===== src/design/assert_macros.svh =====
// Assertion macros shared by the scheduler RTL.
// Depends on nothing; users supply i_clk and i_rst_n in scope.
`ifndef ASSERT_MACROS_SVH
`define ASSERT_MACROS_SVH

// Same-cycle implication, off during reset
`define ASSERT_IMPLIES(lbl, ante, cons) \
    lbl: assert property (@(posedge i_clk) disable iff (!i_rst_n) (ante) |-> (cons)) \
        else $error("scheduler assertion failed");

// Next-cycle implication, off during reset
`define ASSERT_NEXT(lbl, ante, cons) \
    lbl: assert property (@(posedge i_clk) disable iff (!i_rst_n) (ante) |=> (cons)) \
        else $error("scheduler assertion failed");

`endif


===== src/design/rrts_pkg.sv =====
// Shared types and constants of the round-robin thread scheduler.
// No dependencies.
package rrts_pkg;

    localparam int ID_W       = 32;
    localparam int ADDR_W     = 64;
    localparam int RUN_SLOT_W = 2;

    // Command codes
    typedef enum logic [1:0] {
        CMD_CREATE = 2'd0,
        CMD_YIELD  = 2'd1,
        CMD_EXIT   = 2'd2,
        CMD_QUERY  = 2'd3
    } t_cmd;

    // Result status codes
    typedef enum logic [1:0] {
        STAT_OK   = 2'd0,
        STAT_FULL = 2'd1,
        STAT_HALT = 2'd2
    } t_stat;

    // Search results from the slot picker
    typedef struct packed {
        logic free_found;
        logic run_found;
    } t_pick_flags;

    // Context memory access controls
    typedef struct packed {
        logic we;
        logic re;
    } t_mem_ctl;

endpackage


===== src/design/rrts_pick.sv =====
// Slot picker: first free slot and round-robin next runnable slot.
// Depends on rrts_pkg.
module rrts_pick #(
    parameter int SLOTS = 4,
    parameter int IW    = $clog2(SLOTS)
) (
    input  logic [SLOTS-1:0]     i_free,
    input  logic [SLOTS-1:0]     i_rdy,
    input  logic [IW-1:0]        i_cur,
    input  logic                 i_yield,
    output logic [IW-1:0]        o_free_idx,
    output logic [IW-1:0]        o_run_idx,
    output rrts_pkg::t_pick_flags o_flags
);
    import rrts_pkg::*;

    logic [SLOTS-1:0] cur_oh;
    logic [SLOTS-1:0] eff;
    logic [SLOTS-1:0] above;
    logic [SLOTS-1:0] sel;
    logic [SLOTS-1:0] run_oh;
    logic [SLOTS-1:0] free_oh;

    // A yielding thread competes too, but only after every other slot
    assign cur_oh = {{(SLOTS-1){1'b0}}, 1'b1} << i_cur;
    assign eff    = i_rdy | (i_yield ? cur_oh : '0);
    assign above  = eff & (({SLOTS{1'b1}} << i_cur) << 1);
    assign sel    = (|above) ? above : eff;

    // Isolate lowest set bit
    assign run_oh  = sel & (~sel + SLOTS'(1));
    assign free_oh = i_free & (~i_free + SLOTS'(1));

    // One-hot to index
    always_comb begin
        o_free_idx = '0;
        o_run_idx  = '0;
        for (int k = 0; k < SLOTS; k++) begin
            if (free_oh[k]) o_free_idx = o_free_idx | IW'(k);
            if (run_oh[k])  o_run_idx  = o_run_idx | IW'(k);
        end
    end

    assign o_flags.free_found = |i_free;
    assign o_flags.run_found  = |eff;

endmodule


===== src/design/rrts_ctx_mem.sv =====
// Per-slot context store: thread id and entry address, registered read.
// Depends on rrts_pkg.
module rrts_ctx_mem #(
    parameter int SLOTS = 4,
    parameter int IW    = $clog2(SLOTS)
) (
    input  logic                     i_clk,
    input  logic                     i_rst_n,
    input  rrts_pkg::t_mem_ctl       i_ctl,
    input  logic [IW-1:0]            i_wr_addr,
    input  logic [rrts_pkg::ID_W-1:0]   i_wr_id,
    input  logic [rrts_pkg::ADDR_W-1:0] i_wr_entry,
    input  logic [IW-1:0]            i_rd_addr,
    output logic [rrts_pkg::ID_W-1:0]   o_rd_id,
    output logic [rrts_pkg::ADDR_W-1:0] o_rd_entry
);
    import rrts_pkg::*;

    logic [ID_W+ADDR_W-1:0] r_mem [SLOTS];
    logic [SLOTS-1:0]       r_vld;
    logic [ID_W+ADDR_W-1:0] r_rd_data;
    logic                   r_rd_vld;

    // Storage array, no reset
    always_ff @(posedge i_clk) begin
        if (i_ctl.we) begin
            r_mem[i_wr_addr] <= {i_wr_id, i_wr_entry};
        end
        if (i_ctl.re) begin
            r_rd_data <= r_mem[i_rd_addr];
        end
    end

    // Written flags: an unwritten entry reads as zero
    always_ff @(posedge i_clk) begin
        if (!i_rst_n) begin
            r_vld    <= '0;
            r_rd_vld <= 1'b0;
        end else begin
            if (i_ctl.we) r_vld[i_wr_addr] <= 1'b1;
            if (i_ctl.re) r_rd_vld <= r_vld[i_rd_addr];
        end
    end

    assign o_rd_id    = r_rd_vld ? r_rd_data[ID_W+ADDR_W-1:ADDR_W] : '0;
    assign o_rd_entry = r_rd_vld ? r_rd_data[ADDR_W-1:0] : '0;

endmodule


===== src/design/round_robin_thread_scheduler_core.sv =====
// Round-robin thread scheduler, top level: command sequencer and slot state.
// Depends on rrts_pkg, rrts_pick, rrts_ctx_mem and assert_macros.svh.
//
//  channel   | handshake              | payload
//  ----------+------------------------+------------------------------------------
//  command   | start / busy           | i_cmd, i_entry_addr
//  result    | o_done (1-cycle pulse) | o_status, o_new_id, o_run_slot,
//            |                        | o_run_id, o_run_entry, o_switched
//
// Each item goes through S_PICK, which picks slots and updates state while the context
// memory is read, then S_OUT, where the registered read data appears with o_done.
// busy is high only in the pick cycle; a new item may be taken while o_done shows.
// Synchronous active-low reset: slot 0 running, all others free, next id one.
// The result side cannot stall; o_done is never held off.
module round_robin_thread_scheduler_core #(
    parameter int SLOTS = 4
) (
    input  logic                        i_clk,
    input  logic                        i_rst_n,
    input  logic                        start,
    output logic                        busy,
    input  logic [1:0]                  i_cmd,
    input  logic [rrts_pkg::ADDR_W-1:0] i_entry_addr,
    output logic                        o_done,
    output logic [1:0]                  o_status,
    output logic [rrts_pkg::ID_W-1:0]   o_new_id,
    output logic [rrts_pkg::RUN_SLOT_W-1:0] o_run_slot,
    output logic [rrts_pkg::ID_W-1:0]   o_run_id,
    output logic [rrts_pkg::ADDR_W-1:0] o_run_entry,
    output logic                        o_switched
);
    import rrts_pkg::*;
    `include "assert_macros.svh"

    localparam int IW = $clog2(SLOTS);

    typedef enum logic [1:0] {
        S_IDLE,
        S_PICK,
        S_OUT
    } t_state;

    t_state            r_state,   n_state;
    t_cmd              r_cmd,     n_cmd;
    logic [ADDR_W-1:0] r_entry,   n_entry;
    logic [SLOTS-1:0]  r_free,    n_free;
    logic [SLOTS-1:0]  r_rdy,     n_rdy;
    logic [IW-1:0]     r_cur,     n_cur;
    logic [ID_W-1:0]   r_next_id, n_next_id;
    logic              r_halt,    n_halt;
    t_stat             r_status,  n_status;
    logic [ID_W-1:0]   r_new_id,  n_new_id;
    logic              r_sw,      n_sw;
    logic              r_zero,    n_zero;

    logic [IW-1:0]     free_idx;
    logic [IW-1:0]     run_idx;
    t_pick_flags       flags;
    t_mem_ctl          mem_ctl;
    logic [IW-1:0]     rd_addr;
    logic [ID_W-1:0]   rd_id;
    logic [ADDR_W-1:0] rd_entry;

    rrts_pick #(.SLOTS(SLOTS), .IW(IW)) u_pick (
        .i_free     (r_free),
        .i_rdy      (r_rdy),
        .i_cur      (r_cur),
        .i_yield    (r_cmd == CMD_YIELD),
        .o_free_idx (free_idx),
        .o_run_idx  (run_idx),
        .o_flags    (flags)
    );

    rrts_ctx_mem #(.SLOTS(SLOTS), .IW(IW)) u_ctx_mem (
        .i_clk      (i_clk),
        .i_rst_n    (i_rst_n),
        .i_ctl      (mem_ctl),
        .i_wr_addr  (free_idx),
        .i_wr_id    (r_next_id),
        .i_wr_entry (r_entry),
        .i_rd_addr  (rd_addr),
        .o_rd_id    (rd_id),
        .o_rd_entry (rd_entry)
    );

    // Command sequencing and slot state update
    always_comb begin
        n_state   = r_state;
        n_cmd     = r_cmd;
        n_entry   = r_entry;
        n_free    = r_free;
        n_rdy     = r_rdy;
        n_cur     = r_cur;
        n_next_id = r_next_id;
        n_halt    = r_halt;
        n_status  = r_status;
        n_new_id  = r_new_id;
        n_sw      = r_sw;
        n_zero    = r_zero;
        mem_ctl   = '0;
        rd_addr   = r_cur;
        case (r_state)
            S_IDLE, S_OUT: begin
                if (start) begin
                    n_state = S_PICK;
                    n_cmd   = t_cmd'(i_cmd);
                    n_entry = i_entry_addr;
                end else begin
                    n_state = S_IDLE;
                end
            end
            S_PICK: begin
                n_state  = S_OUT;
                n_status = STAT_OK;
                n_new_id = '0;
                n_sw     = 1'b0;
                n_zero   = 1'b0;
                if (r_halt) begin
                    n_status = STAT_HALT;
                    n_zero   = 1'b1;
                end else begin
                    case (r_cmd)
                        CMD_CREATE: begin
                            mem_ctl.re = 1'b1;
                            if (flags.free_found) begin
                                mem_ctl.we        = 1'b1;
                                n_free[free_idx]  = 1'b0;
                                n_rdy[free_idx]   = 1'b1;
                                n_new_id          = r_next_id;
                                n_next_id         = r_next_id + ID_W'(1);
                            end else begin
                                n_status = STAT_FULL;
                            end
                        end
                        CMD_YIELD, CMD_EXIT: begin
                            if (flags.run_found) begin
                                // release current first, then claim the pick
                                if (r_cmd == CMD_YIELD) n_rdy[r_cur] = 1'b1;
                                else                   n_free[r_cur] = 1'b1;
                                n_rdy[run_idx] = 1'b0;
                                n_cur          = run_idx;
                                n_sw           = (run_idx != r_cur);
                                rd_addr        = run_idx;
                                mem_ctl.re     = 1'b1;
                            end else begin
                                n_halt   = 1'b1;
                                n_status = STAT_HALT;
                                n_zero   = 1'b1;
                            end
                        end
                        default: begin
                            mem_ctl.re = 1'b1;
                        end
                    endcase
                end
            end
            default: n_state = S_IDLE;
        endcase
    end

    // State and result registers
    always_ff @(posedge i_clk) begin
        if (!i_rst_n) begin
            r_state   <= S_IDLE;
            r_free    <= {{(SLOTS-1){1'b1}}, 1'b0};
            r_rdy     <= '0;
            r_cur     <= '0;
            r_next_id <= ID_W'(1);
            r_halt    <= 1'b0;
            r_status  <= STAT_OK;
            r_new_id  <= '0;
            r_sw      <= 1'b0;
            r_zero    <= 1'b0;
        end else begin
            r_state   <= n_state;
            r_free    <= n_free;
            r_rdy     <= n_rdy;
            r_cur     <= n_cur;
            r_next_id <= n_next_id;
            r_halt    <= n_halt;
            r_status  <= n_status;
            r_new_id  <= n_new_id;
            r_sw      <= n_sw;
            r_zero    <= n_zero;
        end
    end

    // Command payload, no reset
    always_ff @(posedge i_clk) begin
        r_cmd   <= n_cmd;
        r_entry <= n_entry;
    end

    // Result ports
    assign busy        = (r_state == S_PICK);
    assign o_done      = (r_state == S_OUT);
    assign o_status    = r_status;
    assign o_new_id    = r_new_id;
    assign o_run_slot  = r_zero ? '0 : RUN_SLOT_W'(r_cur);
    assign o_run_id    = r_zero ? '0 : rd_id;
    assign o_run_entry = r_zero ? '0 : rd_entry;
    assign o_switched  = r_sw;

    // Checks
    `ASSERT_NEXT(a_pick_then_done, r_state == S_PICK, o_done)
    `ASSERT_NEXT(a_accept_busy, start && !busy, busy)
    `ASSERT_IMPLIES(a_cur_running, !r_halt, !r_free[r_cur] && !r_rdy[r_cur])
    `ASSERT_IMPLIES(a_free_rdy_disjoint, 1'b1, (r_free & r_rdy) == '0)
    `ASSERT_IMPLIES(a_halt_blank, o_done && o_status == STAT_HALT,
                    o_run_id == '0 && o_run_entry == '0 && !o_switched)

endmodule

===== config.mk =====
export PLATFORM = sky130hd
export DESIGN_NAME = round_robin_thread_scheduler_core
export DESIGN_NICKNAME = d
export VERILOG_FILES = /design/src/design/rrts_pkg.sv /design/src/design/rrts_pick.sv /design/src/design/rrts_ctx_mem.sv /design/src/design/round_robin_thread_scheduler_core.sv
export VERILOG_INCLUDE_DIRS = /design/src /design/src/design
export SDC_FILE = /design/constraint.sdc
export NUM_CORES = 1
export LEC_CHECK = 0
export BUFFER_PORTS_ARGS = -buffer_cell sky130_fd_sc_hd__buf_2
export CORE_AREA = 2 2 286 288
export DETAILED_ROUTE_END_ITERATION = 7
export DIE_AREA = 0 0 288 290
export MAX_ROUTING_LAYER = met4
export SLEW_MARGIN = 10
export SYNTH_ARGS = -nofsm -noshare
export SYNTH_HDL_FRONTEND = slang
export SYNTH_SLANG_ARGS = --single-unit

===== constraint.sdc =====
create_clock -name i_clk -period 6.69 [get_ports i_clk]
set_input_delay 1.338 -clock i_clk [delete_from_list [all_inputs] [get_ports i_clk]]
set_output_delay 1.338 -clock i_clk [all_outputs]
set_load 0.02 [all_outputs]

==> summary.txt, run 1 <==
Top-count cell post-synth -> edfxtp_1
Die H -> 290 um
Synth Area per Inst -> 16.9 um2
Leakage -> 10.9 nW
Final period utilization -> 0.576
Unrepaired setup endpoints after global routing -> no
Die area -> 83500 um2
Postcts setup bufs -> 0
CORE AREA -> 80200 um2
IO Count -> 204
Fmax -> 260 MHz
Metal-1 WL -> 23400 um
Critical Path RT -> 6.98 ns
Most frequent cells after synthesis -> edfxtp_1 (546), mux2i_1 (295), and2_1 (101), dfxtp_1 (84), nor2_1 (82)
Ys flop type -> edfxtp_1
Vias per cell -> 4.53
Worst r2r path cells -> 9
Path type of the worst min-delay path -> register to register
FF+latch count, synth -> 630
Root Driver -> clkbuf_16
TritonCTS clock tree -> yes
DR vias -> 12.4k
Hold Crit Start -> u_ctx_mem.r_vld[3]
Reg clk slew, reported paths -> 0.06 ns
RR Startpoint -> r_cmd[0]
Starting Density -> 0.300
Startpoint Class -> register
Final Critical Period -> 3.85 ns
Syn Std Cell Area -> 24000 um2
First-pass GRT wire length -> 78300 um
WL met3 -> 2350 um
Number of flops mapped to enable cells by yosys -> 546
Setup CP Type -> register to register
Post-route ant nets -> 0
Initial antenna violation count -> 0
Final setup fails -> 0
Hold EP -> u_ctx_mem.r_vld[3]
Netlist cell types -> 58
Clk sink count -> 630
Clk_skew -> 0.0214 ns
First-pass DRT Iterations -> 4
Cells after synthesis -> 1419
Synth area leaders -> edfxtp_1 (68%), mux2i_1 (12%), dfxtp_1 (7.0%), and2_1 (2.6%), nor2_1 (1.3%)
Hold Crit Depth -> 2
Area Growth Syn to Fin -> 18.3%
Post-CTS Resized -> 0
Worst-margin pin slew -> 1.08 ns
Num rows -> 104
Pwr Density -> 291 nW/um2
CP startpoint -> r_cmd[0]
Ys async rst share -> 0
Worst-Skew Late Latency -> 0.59 ns
Die X -> 288 um
R2R Path End -> u_ctx_mem.r_rd_data[62]
HPWL after DPL -> 29400 um
Largest net degree at the start of global routing -> 121
Gr ovfl total -> 0
CTS Buf Count -> 70
Initial DRC Count -> 709
Final #Nets -> 1714
Setup TNS -> 0 ns
N_diodes -> 0
# DRC -> 0
CP Data Arrival Time -> 4.15 ns
Reg2reg setup slack -> 2.84 ns
Post-synth top area share -> 0.683
Max-cap violation count -> 0
CTS Hold Bufs -> 0
H-tree lvl count -> 3
CTS max path bufs -> 3
Highest Signal Layer -> met4
Port buffer count -> 203
Hold Vio Cnt, Final -> 0
GRT Total Usage -> 0.127
Wire per inst -> 19.0 um
Routed length on met2 -> 25500 um
VDD IR-drop max -> 194 uV
Layout cell share with drive strength beyond 1 -> 0.204
Crit path max fanout -> 120
Yosys warnings -> 0
Drt total wl -> 52200 um
Outcome -> finished clean
Critical Path End Type -> register
Sequential share of the synthesized area -> 0.753
Gp weighted congestion -> 0.702
Syn Nets -> 1492
Slew headroom -> 0.280
Cell taking the most area after synthesis -> edfxtp_1
Max Slew Vio Count -> 0
WHS -> 0.475 ns
Vias in the first global route -> 12.9k
-- critical path: stages (launching register included) --
cell	delay [ns]
edfxtp_1	0.38
inv_1	0.06
ha_1	0.66
and4bb_2	0.39
o41ai_4	0.12
nand2_1	0.11
o21a_4	0.54
buf_12	0.57
mux2i_1	0.28
mux2i_1	0.10
-- layer usage --
metal | track usage | vias to the layer above
met4 | 0.0334 | 0
met3 | 0.0248 | 77
met2 | 0.207 | 267
li1 | - | 5808
met1 | 0.161 | 6293
met5 | - | -
-- flip-flops by register name (all words and copies together), names as in the netlist, 2 cells and up --
name                 flops
u_ctx_mem.r_mem        384
u_ctx_mem.r_rd_data     96
r_entry                 64
o_new_id                32
r_next_id               32
r_free                   4
r_rdy                    4
u_ctx_mem.r_vld          4
r_cmd                    2
r_cur                    2
r_state                  2
-- report_power, final --
part           internal, W  total [W]  switching [W]
clock              0.00223    0.00376        0.00152
sequential         0.00432    0.00436      0.0000403
combinational    0.0000469   0.000155       0.000108
-- worst max path at each step --
stage,endpoint,slack (ns),depth (start not counted)
final,u_ctx_mem.r_rd_data[62],2.84,9
after global routing,u_ctx_mem.r_mem[1][53],2.59,7
after CTS,o_run_entry[55],2.26,4
after detailed placement,u_ctx_mem.r_mem[1][58],2.78,7
after global placement,u_ctx_mem.r_mem[1][60],2.87,7
after floorplan,r_free[3],0.58,8
-- cell families (layout without fill, tap and decap cells) --
logic type,Yosys count,count (layout),synth area share
compound gates,84,84,0.0261
mux,295,295,0.123
buf+inv,82,353,0.0209
simple gates,304,304,0.0677
fa+ha+maj,4,4,0.00208
flops,630,630,0.753
xor+xnor,20,20,0.00730
-- stage by stage --
step	cell area [um2]	cells	total power [W]	util	setup slack (ns)
after floorplan	24000	1419	0.00452	-	0.582
after global placement	26100	2628	0.00460	0.326	2.87
after detailed placement	26100	2628	0.00461	0.326	2.78
after CTS	28400	2749	0.00840	0.354	2.26
after global routing	28400	2750	0.00857	0.354	2.59
final	28400	2750	0.00827	0.354	2.84
-- cell type report --
class | count | area, um2
fill | 7707 | 51800
multi-input combinational | 707 | 5510
tap | 1060 | 1330
sequential | 630 | 18100
inverter | 11 | 41.3
clock buffer | 88 | 1920
clock inverter | 33 | 327
timing repair buffer | 221 | 1200
-- cells in the final DEF, fill, tap and decap left out, types with 10 or more instances in the layout --
master | synthesis | final
nor2_1 | 82 | 79
clkbuf_16 | 0 | 72
and2_1 | 101 | 101
buf_2 | 20 | 203
nand2_1 | 38 | 38
edfxtp_1 | 546 | 546
xnor2_1 | 11 | 11
mux2i_1 | 295 | 295
a22oi_1 | 32 | 32
a21oi_1 | 13 | 13
clkbuf_1 | 23 | 10
dfxtp_1 | 84 | 84
clkinv_1 | 0 | 10
o21ai_0 | 10 | 10
nand4_1 | 13 | 13
inv_1 | 11 | 10
buf_4 | 4 | 14
No activity file was read; power rests on OpenSTA's default activity.
==> inputs of run 2 (changes only) <==
==> constraint.sdc (replaced) <==
create_clock -name i_clk -period 3.6 [get_ports i_clk]
set_input_delay 0.72 -clock i_clk [delete_from_list [all_inputs] [get_ports i_clk]]
set_output_delay 0.72 -clock i_clk [all_outputs]
set_load 0.02 [all_outputs]
==> run 2 against run 1 <==
  * Non-clock buffer count grew 10
  * Cell count rose by 0.58%
  * Flip-flop and latch count stayed put
  * Global-route usage rose by 0.14 points
  * Sequential share of layout area fell by 0.55 points
  * Worst setup slack worse by 2.3 ns
  * Total power increased by 86%
  * Sequential power rose by 86%
  * Highest routed layer unchanged
==> summary.txt, run 2 (same netlist as run 1, synthesis figures left out) <==
Largest reg by FF count -> u_ctx_mem.r_mem
Fin area -> 28700 um2 (+0.88%)
Max Slew Vio Count -> 0 (unchanged)
Initial antenna violation count -> 3 (+3)
Outcome -> finished clean
Setup CP Type -> register to primary output
Critical Path RT -> 2.88 ns (-4.10 ns)
Multi-input gate area -> 5510 um2 (unchanged)
Drt total wl -> 52700 um (+0.86%)
Die X -> 288 um (unchanged)
CTS Buf Count -> 70 (unchanged)
Worst-Skew Late Latency -> 0.58 ns (about the same)
Most frequent cells in the layout -> edfxtp_1 (546), mux2i_1 (295), buf_2 (203), and2_1 (101), dfxtp_1 (84)
Critical Path End Type -> primary output
Clk_skew -> 0.0177 ns (-0.00369 ns)
Hold Crit Depth -> 1 (-1)
Worst setup margin -> 0.529 ns (-2.31 ns)
Most common cell after layout, fill and taps aside -> edfxtp_1
GRT Total Usage -> 0.128 (+0.00140)
Crit path max fanout -> 86 (-28%)
HPWL after DPL -> 30600 um (+4.4%)
Path type of the worst min-delay path -> input pin to register
Final Critical Period -> 3.07 ns
First-pass DRT Iterations -> 5 (+1)
First-pass GRT wire length -> 78700 um (+0.55%)
Final period utilization -> 0.853
Final setup fails -> 0 (unchanged)
Fill cell count -> 7596 (-1.4%)
Largest register FFs -> 384 (unchanged)
CP Data Arrival Time -> 2.35 ns (-1.80 ns)
Max-cap violation count -> 0 (unchanged)
Vias in the first global route -> 13.1k (+1.9%)
Initial DRC Count -> 866 (+22%)
H-tree lvl count -> 3 (unchanged)
Worst-margin pin slew -> 0.840 ns (-0.239 ns)
Slew headroom -> 0.439 (+0.158)
RR Startpoint -> r_cur[1]
Clk sink count -> 630 (unchanged)
Placed Area -> 26400 um2 (+0.94%)
Unrepaired setup endpoints after global routing -> no
Worst path max stage delay -> 0.48 ns (-0.18 ns)
R2R Path End -> u_ctx_mem.r_rd_data[53]
Post-route ant nets -> 0 (unchanged)
Setup TNS -> 0 ns (unchanged)
Reg clk slew, reported paths -> 0.06 ns (about the same)
Die area -> 83500 um2 (unchanged)
CP Cell Sequence -> nor2b_4, buf_12, and2_1, buf_2
Leakage -> 11.0 nW (+0.88%)
Postcts setup bufs -> 0 (unchanged)
Gr ovfl total -> 0 (unchanged)
Slowest library cell on the worst path -> dfxtp_1
Area Growth Syn to Fin -> 19.3%
CORE AREA -> 80200 um2 (unchanged)
CTS max path bufs -> 3 (unchanged)
Post-CTS Resized -> 0 (unchanged)
Top Registers -> u_ctx_mem.r_mem: 384 flops, u_ctx_mem.r_rd_data: 96 flops, r_entry: 64 flops
Reg2reg setup slack -> 0.73 ns (-2.11 ns)
Hold Crit Start -> i_entry_addr[13]
Hold Vio Cnt, Final -> 0 (unchanged)
Hold EP -> r_entry[13]
Vias per cell -> 4.56 (+0.76%)
TritonCTS clock tree -> yes
Pwr Density -> 538 nW/um2 (+85%)
Register area -> 18100 um2 (unchanged)
Worst r2r path cells -> 6 (-3)
VDD IR-drop max -> 295 uV (+52%)
CTS Hold Bufs -> 0 (unchanged)
Fmax -> 326 MHz
Root Driver -> clkbuf_16
Pre-CTS WS -> 0.775 ns (-2.01 ns)
Port buffer count -> 203 (unchanged)
Largest net degree at the start of global routing -> 98 (-19%)
Starting Density -> 0.300 (unchanged)
Final #Nets -> 1724 (+0.58%)
Layout cell share with drive strength beyond 1 -> 0.210 (+0.00583)
Die H -> 290 um (unchanged)
IO Count -> 204 (unchanged)
Startpoint Class -> register
DR vias -> 12.6k (+1.3%)
Num rows -> 104 (unchanged)
Gp weighted congestion -> 0.796 (+13%)
Wire per inst -> 19.1 um (+0.28%)
# DRC -> 0 (unchanged)
-- run 2: cell types whose count changed in the layout (fill, tap and decap cells not counted), sizes merged --
cell      previous run  this run
clkinv              23        19
diode                0         1
clkinvlp             3         6
inv                 13        19
buf                221       231
-- run 2: through the flow --
step | util | total power (W) | cells | hold slack (ns)
after floorplan | - | 0.00840 | 1419 | 0.440
after global placement | 0.329 | 0.00856 | 2639 | 0.449
after detailed placement | 0.329 | 0.00857 | 2639 | 0.458
after CTS | 0.357 | 0.0156 | 2765 | 0.254
after global routing | 0.357 | 0.0160 | 2766 | 0.253
final | 0.357 | 0.0154 | 2766 | 0.309
-- run 2: worst max path at each step --
stage / start / to / slack [ns] / depth (start not counted)
2_1_floorplan: r_cmd[1] / r_free[3] / -0.86 / 8
3_3_place_gp: r_cur[1] / u_ctx_mem.r_rd_data[2] / 0.85 / 6
3_5_place_dp: r_cmd[0] / u_ctx_mem.r_rd_data[12] / 0.77 / 8
4_1_cts: r_zero / o_run_entry[2] / 0.40 / 4
5_1_grt: r_zero / o_run_entry[2] / 0.29 / 4
6_report: r_zero / o_run_entry[2] / 0.53 / 4
-- run 2: per-layer routing --
layer	routed length, um	GRT usage
met5	0	-
met4	1080	0.0360
met3	2760	0.0272
met2	25700	0.209
met1	23200	0.160
-- run 2: layout make-up --
| type | instances | share of cell area |
|---|---|---|
| clock inverters | 38 | 0.0128 |
| multi-input cells | 707 | 0.192 |
| repair buffers | 231 | 0.0498 |
| inverters | 11 | 0.00144 |
| well taps | 1060 | 0.0463 |
| diodes | 1 | 0.0000873 |
| flip-flops and latches | 630 | 0.631 |
| clock buffers | 88 | 0.0665 |
-- run 2: report_power, final --
part           switching (W)  leakage (nW)  internal [W]
combinational       0.000209          4.23      0.000100
clock                0.00286          1.10       0.00415
sequential         0.0000662          5.69       0.00803
-- run 2: worst max-delay path: cells and delay by family (launching register included) --
family                 cells  cell delay [ns]
buffers and inverters      2             0.59
flip-flops                 1             0.48
AND/OR/NAND/NOR            2             0.65
==> inputs of run 3 (changes only) <==
--- a/config.mk
+++ b/config.mk
@@ -11,6 +11,7 @@
 export DETAILED_ROUTE_END_ITERATION = 7
 export DIE_AREA = 0 0 288 290
 export MAX_ROUTING_LAYER = met4
+export RECOVER_POWER = 50
 export SLEW_MARGIN = 10
 export SYNTH_ARGS = -nofsm -noshare
 export SYNTH_HDL_FRONTEND = slang
==> run 3 against run 2 <==
  * The flow now finishes with violations (max-capacitance violations, max-slew violations)
  * Die area did not move
  * First-iteration DRC count rose by 11%
  * Cell count barely moved
  * Flip-flop and latch count did not move
  * Sequential power barely moved
  * Critical path type unchanged
  * Critical endpoint unchanged
==> summary.txt, run 3 (same netlist as run 1, synthesis figures left out) <==
Outcome -> finished with violations
Failing checks -> max-capacitance violations, max-slew violations
Unrepaired setup endpoints after global routing -> no
First-pass DRT Iterations -> 5 (unchanged)
GRT Total Usage -> 0.128 (unchanged)
Drt total wl -> 52600 um (-0.17%)
Largest reg by FF count -> u_ctx_mem.r_mem
Pwr Density -> 540 nW/um2 (+0.36%)
Die H -> 290 um (unchanged)
HPWL after DPL -> 30600 um (unchanged)
Crit path max fanout -> 87 (+1.2%)
Final setup fails -> 0 (unchanged)
Max Slew Vio Count -> 47 (+47)
TritonCTS clock tree -> yes
Worst setup margin -> 0.525 ns (-0.00405 ns)
Slowest library cell on the worst path -> dfxtp_1
Multi-input gate area -> 5470 um2 (-0.68%)
Hold Vio Cnt, Final -> 0 (unchanged)
Final #Nets -> 1724 (unchanged)
Slew headroom -> -0.677 (-1.12)
DR vias -> 12.6k (+0.16%)
Top Registers -> u_ctx_mem.r_mem: 384 flops, u_ctx_mem.r_rd_data: 96 flops, r_entry: 64 flops
Critical Path End Type -> primary output
Initial antenna violation count -> 3 (unchanged)
Largest net degree at the start of global routing -> 98 (unchanged)
CTS max path bufs -> 3 (unchanged)
Max-cap violation count -> 2 (+2)
Largest register FFs -> 384 (unchanged)
Gp weighted congestion -> 0.796 (unchanged)
Worst-margin pin slew -> 2.51 ns (+1.67 ns)
Vias per cell -> 4.57 (+0.12%)
Root Driver -> clkbuf_16
CTS Hold Bufs -> 0 (unchanged)
VDD IR-drop max -> 294 uV (-0.22%)
Final period utilization -> 0.854 (+0.00113)
Fmax -> 325 MHz (-0.13%)
Worst-Skew Late Latency -> 0.58 ns (about the same)
Starting Density -> 0.300 (unchanged)
Setup TNS -> 0 ns (unchanged)
Post-CTS Resized -> 0 (unchanged)
Path type of the worst min-delay path -> input pin to register
Reg clk slew, reported paths -> 0.06 ns (about the same)
IO Count -> 204 (unchanged)
CP Data Arrival Time -> 2.36 ns (about the same)
H-tree lvl count -> 3 (unchanged)
Register area -> 18100 um2 (unchanged)
Wire per inst -> 19.0 um (-0.20%)
Port buffer count -> 203 (unchanged)
Gr ovfl total -> 0 (unchanged)
Initial DRC Count -> 959 (+11%)
Postcts setup bufs -> 0 (unchanged)
CORE AREA -> 80200 um2 (unchanged)
Critical Path RT -> 2.88 ns (about the same)
Layout cell share with drive strength beyond 1 -> 0.173 (-0.0370)
CP Cell Sequence -> nor2b_4, buf_12, and2_1, buf_2
Pre-CTS WS -> 0.775 ns (unchanged)
Die X -> 288 um (unchanged)
Clk sink count -> 630 (unchanged)
Worst path max stage delay -> 0.48 ns (about the same)
Post-route ant nets -> 0 (unchanged)
Leakage -> 10.8 nW (-2.0%)
Most frequent cells in the layout -> edfxtp_1 (546), mux2i_1 (295), buf_2 (146), and2_1 (101), dfxtp_1 (84)
First-pass GRT wire length -> 78700 um (unchanged)
Final Critical Period -> 3.08 ns (+0.00405 ns)
CTS Buf Count -> 70 (unchanged)
# DRC -> 0 (unchanged)
Area Growth Syn to Fin -> 18.8%
Fill cell count -> 7632 (+0.47%)
Most common cell after layout, fill and taps aside -> edfxtp_1
Num rows -> 104 (unchanged)
Vias in the first global route -> 13.1k (unchanged)
Die area -> 83500 um2 (unchanged)
Clk_skew -> 0.0197 ns (+0.00206 ns)
Startpoint Class -> register
Setup CP Type -> register to primary output
==> run 3: changes by cell type in the layout (fill, tap and decap cells not counted), moves of 2 or more <==
cell,previous run,this run
and3_4,2,0
buf_2,203,146
clkbuf_1,14,71
clkbuf_2,0,2
nor2_1,79,81
nor2_4,3,1
==> run 3: worst paths after layout <==
| path | from | to | slack [ns] | cells past startpoint |
|---|---|---|---|---|
| worst min register to register | u_ctx_mem.r_vld[0] | u_ctx_mem.r_vld[0] | 0.47 | 1 |
| worst min-delay path | i_entry_addr[13] | r_entry[13] | 0.31 | 1 |
| worst max register to register | r_state[0] | r_entry[15] | 0.76 | 2 |
| worst max-delay path | r_zero | o_run_entry[2] | 0.52 | 4 |
==> run 3: power breakdown <==
part	internal [W]	switching, W	leakage [nW]
Sequential	0.00803	0.0000660	5.69
Combinational	0.0000952	0.000209	4.01
Clock	0.00415	0.00285	1.10
==> run 3: cell type report <==
type / instances / area share
flip-flops and latches: 630 / 0.634
multi-input cells: 707 / 0.192
clock buffers: 88 / 0.0668
repair buffers: 231 / 0.0469
well taps: 1060 / 0.0465
clock inverters: 38 / 0.0128
inverters: 11 / 0.00145
diodes: 2 / 0.000175
==> run 3: per-layer routing <==
metal / vias to the layer above / track usage / part of all wire
met2: 345 / 0.209 / 0.49
met1: 6345 / 0.160 / 0.44
li1: 5844 / - / -
met4: 0 / 0.0360 / 0.020
met3: 99 / 0.0272 / 0.052
met5: - / - / 0
==> run 3: stage by stage <==
step	hold WS (ns)	instances	instance area, um2	util	power (W)
after floorplan	0.440	1419	24000	-	0.00840
after global placement	0.449	2639	26400	0.329	0.00856
after detailed placement	0.458	2639	26400	0.329	0.00857
after CTS	0.254	2765	28700	0.357	0.0156
after global routing	0.253	2766	28500	0.356	0.0159
final	0.310	2767	28500	0.356	0.0154
==> run 3: critical path, delay by kind of cell, from the launching register on <==
family | cells | cell delay, ns
simple gates | 2 | 0.64
buf+inv | 2 | 0.59
flops | 1 | 0.48
